$ cat src/hw/rtl/sph_pkg.sv
// ----------------------------------------------------------------------------
// sph_pkg
// Shared types and constants of the segregated page heap allocator.
// ----------------------------------------------------------------------------
package sph_pkg;

	localparam int TABLE_DEPTH_DEF = 64;
	localparam int PAGE_SHIFT      = 12;
	localparam int PAGE_BITS       = 20;
	localparam int PAGES_W         = 21;
	localparam int ENTRY_W         = PAGE_BITS + PAGES_W;

	localparam logic [PAGES_W-1:0] SMALL_PAGES = 21'd4;
	localparam logic [PAGES_W-1:0] MID_PAGES   = 21'd16;
	localparam logic [31:0]        REUSE_THR_RST = 32'h8000_0000;
	localparam logic [6:0]         REL_MAX = 7'd127;

	localparam logic [1:0] OP_ALLOC    = 2'd0;
	localparam logic [1:0] OP_FREE     = 2'd1;
	localparam logic [1:0] OP_WITHDRAW = 2'd2;

	localparam logic [2:0] ST_OK        = 3'd0;
	localparam logic [2:0] ST_ZERO      = 3'd1;
	localparam logic [2:0] ST_UNKNOWN   = 3'd2;
	localparam logic [2:0] ST_FULL      = 3'd3;
	localparam logic [2:0] ST_EXHAUSTED = 3'd4;

	localparam logic CFG_HEAP_BASE = 1'b0;
	localparam logic CFG_REUSE_THR = 1'b1;

	typedef struct packed {
		logic [1:0]  opcode;
		logic [31:0] request_size;
		logic [31:0] block_address;
	} req_t;

	typedef struct packed {
		logic [2:0]  status;
		logic [31:0] granted_address;
		logic [6:0]  blocks_released;
		logic [31:0] heap_top;
	} rsp_t;

endpackage

$ cat src/hw/rtl/segregated_page_heap_allocator_core.sv
// ----------------------------------------------------------------------------
// segregated_page_heap_allocator_core
// Page heap allocator with bump pointer and best-fit free block reuse.
// ----------------------------------------------------------------------------
// One request at a time. Allocate, free and each withdraw round walk the block
// table in memory one entry per cycle; a split adds the S_SPLIT state, withdraw
// takes one table walk per released block plus one, and zero-size, null free,
// unaligned free and spare opcodes skip the table walk. A finished response sits
// in an output register, so the next request is taken while it waits.
module segregated_page_heap_allocator_core #(
	parameter int TABLE_DEPTH = sph_pkg::TABLE_DEPTH_DEF
) (
	input  logic          clk,
	input  logic          arst_n,
	input  logic          req_valid,
	output logic          req_stall,
	input  sph_pkg::req_t req_data,
	output logic          rsp_valid,
	input  logic          rsp_stall,
	output sph_pkg::rsp_t rsp_data,
	input  logic          cfg_we,
	input  logic          cfg_index,
	input  logic [31:0]   cfg_wdata
);

	localparam int IW = $clog2(TABLE_DEPTH);
	localparam int PW = sph_pkg::PAGES_W;
	localparam int BW = sph_pkg::PAGE_BITS;

	typedef enum logic [2:0] {S_IDLE, S_SCAN, S_DRAIN, S_DECIDE, S_SPLIT, S_FINISH} state_t;

	state_t state_q;
	logic [31:0] base_q, thr_q, heap_end_q;
	logic [TABLE_DEPTH-1:0] valid_q, free_q;
	logic [1:0] op_q;
	logic [PW-1:0] req_pages_q;
	logic [BW-1:0] addr_page_q;
	logic reuse_q;
	logic [IW-1:0] idx_q;
	logic chk_s1;
	logic [IW-1:0] chk_idx_s1;
	logic ex_hit_q, bf_hit_q, emp_hit_q;
	logic [IW-1:0] ex_idx_q, bf_idx_q, emp_idx_q;
	logic [BW-1:0] ex_page_q, bf_page_q;
	logic [PW-1:0] bf_pages_q;
	logic [2:0] st_q;
	logic [31:0] grant_q;
	logic [6:0] rel_q;
	sph_pkg::rsp_t out_q;
	logic out_valid_q;

	logic ram_we, ram_re;
	logic [IW-1:0] ram_waddr;
	logic [sph_pkg::ENTRY_W-1:0] ram_wdata, ram_rdata;
	logic [BW-1:0] e_page;
	logic [PW-1:0] e_pages;
	logic e_v, e_f;
	logic is_small_mid, ex_take, bf_take, emp_take, mt_take, top_take;
	logic [PW-1:0] req_round;
	logic [32:0] new_end;
	logic split_ok;

	sph_table_ram #(.DEPTH(TABLE_DEPTH), .IW(IW)) u_ram (
		.clk  (clk),
		.we   (ram_we),
		.waddr(ram_waddr),
		.wdata(ram_wdata),
		.re   (ram_re),
		.raddr(idx_q),
		.rdata(ram_rdata)
	);

	assign req_stall = (state_q != S_IDLE);
	assign rsp_valid = out_valid_q;
	assign rsp_data  = out_q;
	assign ram_re    = (state_q == S_SCAN);

	assign e_page  = ram_rdata[sph_pkg::ENTRY_W-1:PW];
	assign e_pages = ram_rdata[PW-1:0];
	assign e_v     = valid_q[chk_idx_s1];
	assign e_f     = free_q[chk_idx_s1];

	assign req_round = PW'(({1'b0, req_data.request_size} + 33'h0_0000_0FFF)
		>> sph_pkg::PAGE_SHIFT);
	assign is_small_mid = (req_pages_q == sph_pkg::SMALL_PAGES)
		|| (req_pages_q == sph_pkg::MID_PAGES);

	assign ex_take = chk_s1 && e_v && e_f && is_small_mid && (e_pages == req_pages_q)
		&& (!ex_hit_q || e_page < ex_page_q);
	assign bf_take = chk_s1 && e_v && e_f && (e_pages != sph_pkg::SMALL_PAGES)
		&& (e_pages != sph_pkg::MID_PAGES) && (e_pages >= req_pages_q)
		&& (!bf_hit_q || e_pages < bf_pages_q || (e_pages == bf_pages_q && e_page < bf_page_q));
	assign emp_take = chk_s1 && !e_v && !emp_hit_q;
	assign mt_take  = chk_s1 && e_v && !ex_hit_q && (e_page == addr_page_q);
	assign top_take = chk_s1 && e_v && (!bf_hit_q || e_page > bf_page_q);

	assign new_end  = {1'b0, heap_end_q} + {req_pages_q, 12'h000};
	assign split_ok = ({1'b0, bf_pages_q} > {req_pages_q, 1'b0})
		&& (bf_pages_q > sph_pkg::MID_PAGES) && emp_hit_q;

	always_comb begin
		ram_we    = 1'b0;
		ram_waddr = emp_idx_q;
		ram_wdata = {heap_end_q[31:sph_pkg::PAGE_SHIFT], req_pages_q};
		if (state_q == S_DECIDE && op_q == sph_pkg::OP_ALLOC) begin
			if (reuse_q && ex_hit_q) begin
				ram_we = 1'b0;
			end else if (reuse_q && bf_hit_q) begin
				ram_we    = split_ok;
				ram_waddr = bf_idx_q;
				ram_wdata = {bf_page_q, req_pages_q};
			end else begin
				ram_we = emp_hit_q && !new_end[32];
			end
		end else if (state_q == S_SPLIT) begin
			ram_we    = 1'b1;
			ram_wdata = {BW'(bf_page_q + req_pages_q[BW-1:0]), PW'(bf_pages_q - req_pages_q)};
		end
	end

	always_ff @(posedge clk or negedge arst_n) begin
		if (!arst_n) begin
			state_q     <= S_IDLE;
			base_q      <= '0;
			thr_q       <= sph_pkg::REUSE_THR_RST;
			heap_end_q  <= '0;
			valid_q     <= '0;
			free_q      <= '0;
			chk_s1      <= 1'b0;
			out_valid_q <= 1'b0;
			ex_hit_q    <= 1'b0;
			bf_hit_q    <= 1'b0;
			emp_hit_q   <= 1'b0;
		end else begin
			if (cfg_we) begin
				if (cfg_index == sph_pkg::CFG_HEAP_BASE) begin
					base_q <= {cfg_wdata[31:sph_pkg::PAGE_SHIFT], 12'h000};
					if (valid_q == '0) begin
						heap_end_q <= {cfg_wdata[31:sph_pkg::PAGE_SHIFT], 12'h000};
					end
				end else begin
					thr_q <= cfg_wdata;
				end
			end
			if (out_valid_q && !rsp_stall && state_q != S_FINISH) begin
				out_valid_q <= 1'b0;
			end
			chk_s1     <= (state_q == S_SCAN);
			chk_idx_s1 <= idx_q;
			// scan result tracking
			if (op_q == sph_pkg::OP_ALLOC) begin
				if (ex_take) begin
					ex_hit_q  <= 1'b1;
					ex_idx_q  <= chk_idx_s1;
					ex_page_q <= e_page;
				end
				if (bf_take) begin
					bf_hit_q   <= 1'b1;
					bf_idx_q   <= chk_idx_s1;
					bf_page_q  <= e_page;
					bf_pages_q <= e_pages;
				end
			end else if (op_q == sph_pkg::OP_FREE) begin
				if (mt_take) begin
					ex_hit_q <= 1'b1;
					ex_idx_q <= chk_idx_s1;
				end
			end else begin
				if (top_take) begin
					bf_hit_q   <= 1'b1;
					bf_idx_q   <= chk_idx_s1;
					bf_page_q  <= e_page;
					bf_pages_q <= e_pages;
				end
			end
			if (emp_take) begin
				emp_hit_q <= 1'b1;
				emp_idx_q <= chk_idx_s1;
			end
			case (state_q)
				S_IDLE: begin
					if (req_valid) begin
						op_q        <= req_data.opcode;
						req_pages_q <= req_round;
						addr_page_q <= req_data.block_address[31:sph_pkg::PAGE_SHIFT];
						reuse_q     <= (heap_end_q - base_q) >= thr_q;
						idx_q       <= '0;
						ex_hit_q    <= 1'b0;
						bf_hit_q    <= 1'b0;
						emp_hit_q   <= 1'b0;
						st_q        <= sph_pkg::ST_OK;
						grant_q     <= '0;
						rel_q       <= '0;
						state_q     <= S_SCAN;
						case (req_data.opcode)
							sph_pkg::OP_ALLOC: begin
								if (req_data.request_size == '0) begin
									st_q    <= sph_pkg::ST_ZERO;
									state_q <= S_FINISH;
								end
							end
							sph_pkg::OP_FREE: begin
								if (req_data.block_address == '0) begin
									state_q <= S_FINISH;
								end else if (req_data.block_address[11:0] != '0) begin
									st_q    <= sph_pkg::ST_UNKNOWN;
									state_q <= S_FINISH;
								end
							end
							sph_pkg::OP_WITHDRAW: begin
								state_q <= S_SCAN;
							end
							default: begin
								state_q <= S_FINISH;
							end
						endcase
					end
				end
				S_SCAN: begin
					idx_q <= idx_q + 1'b1;
					if (idx_q == IW'(TABLE_DEPTH - 1)) begin
						state_q <= S_DRAIN;
					end
				end
				S_DRAIN: begin
					state_q <= S_DECIDE;
				end
				S_DECIDE: begin
					state_q <= S_FINISH;
					case (op_q)
						sph_pkg::OP_ALLOC: begin
							if (reuse_q && ex_hit_q) begin
								free_q[ex_idx_q] <= 1'b0;
								grant_q <= {ex_page_q, 12'h000};
							end else if (reuse_q && bf_hit_q) begin
								free_q[bf_idx_q] <= 1'b0;
								grant_q <= {bf_page_q, 12'h000};
								if (split_ok) begin
									state_q <= S_SPLIT;
								end
							end else if (!emp_hit_q) begin
								st_q <= sph_pkg::ST_FULL;
							end else if (new_end[32]) begin
								st_q <= sph_pkg::ST_EXHAUSTED;
							end else begin
								valid_q[emp_idx_q] <= 1'b1;
								free_q[emp_idx_q]  <= 1'b0;
								grant_q            <= heap_end_q;
								heap_end_q         <= new_end[31:0];
							end
						end
						sph_pkg::OP_FREE: begin
							if (ex_hit_q) begin
								free_q[ex_idx_q] <= 1'b1;
							end else begin
								st_q <= sph_pkg::ST_UNKNOWN;
							end
						end
						default: begin
							if (bf_hit_q && free_q[bf_idx_q]) begin
								heap_end_q <= heap_end_q - 32'({bf_pages_q, 12'h000});
								valid_q[bf_idx_q] <= 1'b0;
								free_q[bf_idx_q]  <= 1'b0;
								if (rel_q != sph_pkg::REL_MAX) begin
									rel_q <= rel_q + 1'b1;
								end
								bf_hit_q <= 1'b0;
								idx_q    <= '0;
								state_q  <= S_SCAN;
							end
						end
					endcase
				end
				S_SPLIT: begin
					valid_q[emp_idx_q] <= 1'b1;
					free_q[emp_idx_q]  <= 1'b1;
					state_q            <= S_FINISH;
				end
				S_FINISH: begin
					if (!out_valid_q || !rsp_stall) begin
						out_valid_q           <= 1'b1;
						out_q.status          <= st_q;
						out_q.granted_address <= grant_q;
						out_q.blocks_released <= rel_q;
						out_q.heap_top        <= heap_end_q;
						state_q               <= S_IDLE;
					end
				end
				default: begin
					state_q <= S_IDLE;
				end
			endcase
		end
	end

endmodule

$ cat src/hw/rtl/sph_table_ram.sv
// ----------------------------------------------------------------------------
// sph_table_ram
// Block table storage: start page and page count, registered read.
// ----------------------------------------------------------------------------
module sph_table_ram #(
	parameter int DEPTH = sph_pkg::TABLE_DEPTH_DEF,
	parameter int IW    = $clog2(DEPTH)
) (
	input  logic                       clk,
	input  logic                       we,
	input  logic [IW-1:0]              waddr,
	input  logic [sph_pkg::ENTRY_W-1:0] wdata,
	input  logic                       re,
	input  logic [IW-1:0]              raddr,
	output logic [sph_pkg::ENTRY_W-1:0] rdata
);

	logic [sph_pkg::ENTRY_W-1:0] mem [DEPTH];

	always_ff @(posedge clk) begin
		if (we) begin
			mem[waddr] <= wdata;
		end
	end

	always_ff @(posedge clk) begin
		if (re) begin
			rdata <= mem[raddr];
		end
	end

endmodule

$ cat config.mk
export PLATFORM = sky130hd
export DESIGN_NAME = segregated_page_heap_allocator_core
export DESIGN_NICKNAME = d
export VERILOG_FILES = /design/src/hw/rtl/sph_pkg.sv /design/src/hw/rtl/segregated_page_heap_allocator_core.sv /design/src/hw/rtl/sph_table_ram.sv
export SDC_FILE = /design/constraint.sdc
export NUM_CORES = 2
export LEC_CHECK = 0
export BUFFER_PORTS_ARGS = -buffer_cell sky130_fd_sc_hd__buf_2
export CORE_MARGIN = 2
export CORE_UTILIZATION = 29
export DETAILED_ROUTE_END_ITERATION = 8
export HOLD_SLACK_MARGIN = 0.05
export SLEW_MARGIN = 25
export SYNTH_ARGS = -nofsm -noshare
export SYNTH_HDL_FRONTEND = slang
export SYNTH_SLANG_ARGS = --single-unit
$ cat constraint.sdc
create_clock -name clk -period 16.8 [get_ports clk]
set_input_delay 1.68 -clock clk [delete_from_list [all_inputs] [get_ports clk]]
set_output_delay 1.68 -clock clk [all_outputs]
set_load 0.1 [all_outputs]
## Word-level counts from Yosys, hierarchy flattened

Memory sizes are Yosys's and may differ from the RTL's. A register that Yosys moved wholly into a read port is not among the register bits.
Index checks and enable logic that the tools add are counted.
Widths: inputs -> output; s select.

| operators by class | value |
|---|---|
| mux-type cells | 127 |
| add/subtract/negate cells | 8 |
| bitwise operators | 11 |
| reductions and logical operators | 70 |
| equality and inequality tests | 43 |
| $lt $le $gt $ge | 15 |

Operators with widths:

| cell | count |
|---|---|
| $mux 64 | 11 |
| $pmux 64 s2 | 4 |
| $mux 32 | 15 |
| $and 64x64->64 | 4 |
| $not 64->64 | 3 |
| $or 64x64->64 | 3 |
| $mux 41 | 4 |
| $pmux 32 s2 | 2 |
| $mux 21 | 4 |
| $mux 6 | 14 |
| $mux 20 | 4 |
| $logic_not 32->1 | 2 |
| $logic_not 64->1 | 1 |
| $sub 32x32->32 | 2 |
| $eq 21x21->1 | 2 |
| $lt 20x20->1 | 2 |
| $mux 3 | 13 |
| $mux 1 | 35 |
| $add 32x12->33 const B | 1 |
| $add 32x33->33 | 1 |
| $ge 32x32->1 | 1 |
| $lt 6x7->1 const B | 4 |
| $mux 7 | 4 |
| $logic_and 1x1->1 | 27 |
| 56 further kinds | 111 |

| word-level totals | value |
|---|---|
| input bits | 104 |
| memories | 1 |
| bits in registers | 471 |
| output and inout port bits | 76 |
| memory bits (writable) | 2624 |

Memory list:

| name | depth | bits a word | read ports | clocked after memory_dff | wr ports | line | RTL |
|---|---|---|---|---|---|---|---|
| u_ram.mem | 64 | 41 | 1 | 1 | 1 | sph_table_ram.sv:18 | `logic [sph_pkg::ENTRY_W-1:0] mem [DEPTH];` |

## Depth between registers and ports, before layout

| logic depth | value |
|---|---|
| word-level depth | 13 |
| depth in mapped cells | 20 |
| depth with buffers taken out | 20 |

## By module

From an unflattened synthesis, not the netlist that was laid out.

| unflattened totals | value |
|---|---|
| cell total of the unflattened synthesis | 7486 |
| area total of the unflattened synthesis | 132385.7 µm² |

By module, submodules not included:

| module | area each (µm²) | instances | cells each |
|---|---|---|---|
| sph_table_ram | 100815.4 | 1 | 4216 |
| segregated_page_heap_allocator_core | 31570.3 | 1 | 3270 |

## Least setup slack after synthesis

Ideal clock, no wire load.

| timing path | value |
|---|---|
| path kind | register to register |
| start | reg req_pages_q[0] |
| end | mem u_ram.mem[0][14] in the netlist's numbering (data pin) |
| slack | 10.146 ns |
| cell stages (with the launch flop) | 11 |
| setup time | 0.906 ns |
| arrival time | 5.749 ns |
| period minus slack after synthesis | 6.654 ns |
| path buffers | 0 |
| cells stage by stage | edfxtp_1 > ha_1 > fa_1 > nand2b_1 > a21oi_1 > o21ai_0 > a21o_1 > a21oi_1 > a21o_1 > a211oi_1 > o41ai_1 |

| between the ends | value |
|---|---|
| cells in the longest elaborated chain, start to end | 3 |

Ends and longest elaborated chain:

| element | line | RTL |
|---|---|---|
| start: declaration | segregated_page_heap_allocator_core.sv:36 | `logic [PW-1:0] req_pages_q;` |
| start signal: assignment | segregated_page_heap_allocator_core.sv:184 | `req_pages_q <= req_round;` |
| $sub 21x21->21 | segregated_page_heap_allocator_core.sv:117 | `ram_wdata = {BW'(bf_page_q + req_pages_q[BW-1:0]), PW'(bf_pages_q - req_pages_q)};` |
| $mux 41 | segregated_page_heap_allocator_core.sv:115 | `end else if (state_q == S_SPLIT) begin` |
| $mux 41 | segregated_page_heap_allocator_core.sv:105 | `if (state_q == S_DECIDE && op_q == sph_pkg::OP_ALLOC) begin` |
| via ram_wdata, one bit | segregated_page_heap_allocator_core.sv:54 | `logic [sph_pkg::ENTRY_W-1:0] ram_wdata, ram_rdata;` |
| end: declaration | sph_table_ram.sv:18 |  |

The timed path passes the listed nets, and every way through them passes these cells.

==> out/metrics.cfg <==
[status]
run_status=complete, no violations

[clock_tree]
ctsResizeCount=0
cts_max_level=5
cts_post_setup_buffers_inserted=0
ctsHoldBuffers=0
cts_sinks=3136
max-clock-path-buffers=4
path_clk_slew_ps=60
cts_made_buffers=324
clk_latency_ps=910
cts_tree=done
clockRootBuffer=clkbuf_16

[routing]
wl_um=394000
drc_errors=0
dr.pass1.iters=6
viasPerCell=5.42
ant_nets=0
num_vias=75000
drt_iter0_drc=10200
wl_per_cell_um=28.5

[worst_setup_path]
path_class=flip-flop to flip-flop
cp-startpoint=idx_q[0]
critPathCaptureType=flip-flop
ff2ff_setup_slack_ps=10930
path_buf_inv=5
path_common_cell=buf_4
ff2ff_path_depth=8
critPathTopFamily=buffers and inverters
crit_arrival_ps=6480
slowest_delay_ps=740
endpoint=u_ram.rdata[30]
r2r_end=u_ram.rdata[30]
path_depth=8
regToRegStartpoint=idx_q[0]
slowest_stage=buf_4
path_cells=buf_12 > buf_4 > buf_4 > buf_4 > buf_4 > mux4_2 > mux4_2 > mux4_2
cp_max_fo=89
critPathLaunchType=flip-flop
cp_data_required_time_ps=17410

[floorplan]
die-area_um2=464000
io_pins=180
die_w_um=681
core_area_um2=456000
rows=248
die_height_um=681
initial_core_util=0.291

[final_layout]
final_common_cell=edfxtp_1
nFillCells=42800
final_cell_mix=edfxtp_1, mux4_2, a21oi_1, clkbuf_16, o21ai_0
syn2layout_area_growth_pct=14.9
drive_gt1_frac=0.255
num-nets-final=7918

[timing]
worst_pin_slew_ps=1170
slew_violations=0
period_minus_slack_ps=5870
hold_viol_final=0
timing.setup.tns_ps=0
finalSetupViolCount=0
relSlewSlack=0.221
skew_ps=115
fin_crit_sh=0.349
rsz0062_at_grt=false
fmax_mhz=170

[place]
dp_hpwl_um=243000
globalplace.congestion=0.917
place.port_buffers=179

[global_route]
grt_util_all_layers=0.165
grt_busiest_layer=met2
grt_pass1_vias=73900
grt_pass1_wl_um=556000
antenna_found_initial=43
gr-usage-met3=0.0406
grtUsageMet2=0.255
met1_usage=0.231
overflow=0
grt_max_degree=145

[power]
powerDensity_nw_per_um2=154
power_mw=23.5
p_leak_nw=49.3
ir_drop_uv=174

[hold_path]
worstHoldPathType=flip-flop to flip-flop

[synthesis]
synth_fp_nets=7584
syn_area_um2=133000
synth_edf_count=2916
syn_avg_cell_area_um2=18.3
ys_seq_elements=3136
ys.flop_type=edfxtp_1
yosys_warnings=0
syn_inst=7243
ys_types=87
synth_seq_area_share=0.701
async_flop_share=0.0702

[run]
maxCapViolCount=0

-- cells by family after synthesis --
kind of cell / after synthesis / share of synthesized area
AO/OA/AOI/OAI: 1176 / 0.0531
XOR/XNOR: 133 / 0.00877
adder cells (fa/ha/maj): 237 / 0.0226
buffers and inverters: 562 / 0.0168
flip-flops: 3136 / 0.701
multiplexers: 1004 / 0.162
AND/OR/NAND/NOR: 995 / 0.0358
-- power by group --
group / switching (mW) / internal, mW
combinational: 4.16 / 2.76
sequential: 0.401 / 9.22
clock: 3.00 / 3.96
total: 7.57 / 15.9
-- state kept, by name (all words and copies together) (netlist names), 2 cells and up --
| register | cells |
|---|---|
| state_q | 3 |
| base_q | 20 |
| u_ram.rdata | 41 |
| chk_idx_s1 | 6 |
| idx_q | 6 |
| ex_idx_q | 6 |
| rel_q | 7 |
| valid_q | 64 |
| bf_pages_q | 21 |
| thr_q | 32 |
| rsp_data | 74 |
| heap_end_q | 32 |
| op_q | 2 |
| ex_page_q | 20 |
| bf_idx_q | 6 |
| free_q | 64 |
| grant_q | 32 |
| st_q | 3 |
| u_ram.mem | 2624 |
| addr_page_q | 20 |
| bf_page_q | 20 |
| req_pages_q | 21 |
| emp_idx_q | 6 |
-- routing by layer --
metal,vias to the layer above,wire length (um),part of all wire
met5,-,91,0.00023
met4,12,11300,0.029
li1,30400,-,-
met1,39700,163000,0.41
met3,706,40900,0.10
met2,4128,179000,0.45
-- worst min-delay path by stage --
stage	from	slack [ps]	cells after the start	to
3_5_place_dp	grant_q[14]	410	0	rsp_data[53]
6_report	grant_q[6]	410	0	rsp_data[45]
2_1_floorplan	grant_q[0]	400	0	rsp_data[39]
3_3_place_gp	grant_q[11]	400	0	rsp_data[50]
4_1_cts	grant_q[6]	420	0	rsp_data[45]
5_1_grt	grant_q[3]	430	0	rsp_data[42]
-- final cells by class --
| cell class | instances | area [um2] | share of cell area |
|---|---|---|---|
| diodes | 17 | 42.5 | 0.000279 |
| clock buffers | 386 | 8530 | 0.0559 |
| clock inverters | 191 | 1570 | 0.0103 |
| inverters | 170 | 638 | 0.00418 |
| multi-input cells | 3545 | 38600 | 0.253 |
| flip-flops and latches | 3136 | 93100 | 0.610 |
| well taps | 6000 | 7510 | 0.0492 |
| repair buffers | 400 | 2650 | 0.0174 |
-- cell usage after synthesis (all sizes together), types with 11 or more instances --
cell type	n	area, um2
nand2	256	963
o21ai	374	1880
inv	169	634
nor4	51	319
o221ai	13	114
o21a	26	195
nand2b	34	213
edfxtp	2916	87600
mux2	66	743
xnor2	69	604
o31ai	46	345
buf	116	557
a21oi	362	1820
xor2	64	561
mux4	913	20600
or2	18	113
clkbuf	276	1040
o211ai	42	315
a31oi	46	294
or3	27	169
nand4	37	231
a21o	71	533
nand3b	11	82.6
and2	33	206
dfrtp	219	5480
nor2	280	1050
mux2i	25	250
a22oi	11	82.6
nor2b	32	200
nor3	90	450
and3	39	249
ha	232	2900
nand3	62	310
a211oi	20	150
o22ai	61	382
-- metrics by stage --
stage	hold slack [ps]	setup slack, ps	utilization	instance area [um2]	instances
after detailed placement	408	10690	0.312	142000	13300
final	412	10930	0.335	153000	13800
after CTS	416	10720	0.334	153000	13800
after floorplan	400	10150	-	133000	7243
after global placement	404	10590	0.312	142000	13300
after global routing	428	10390	0.335	153000	13800
(Power assumes the default switching activity.)
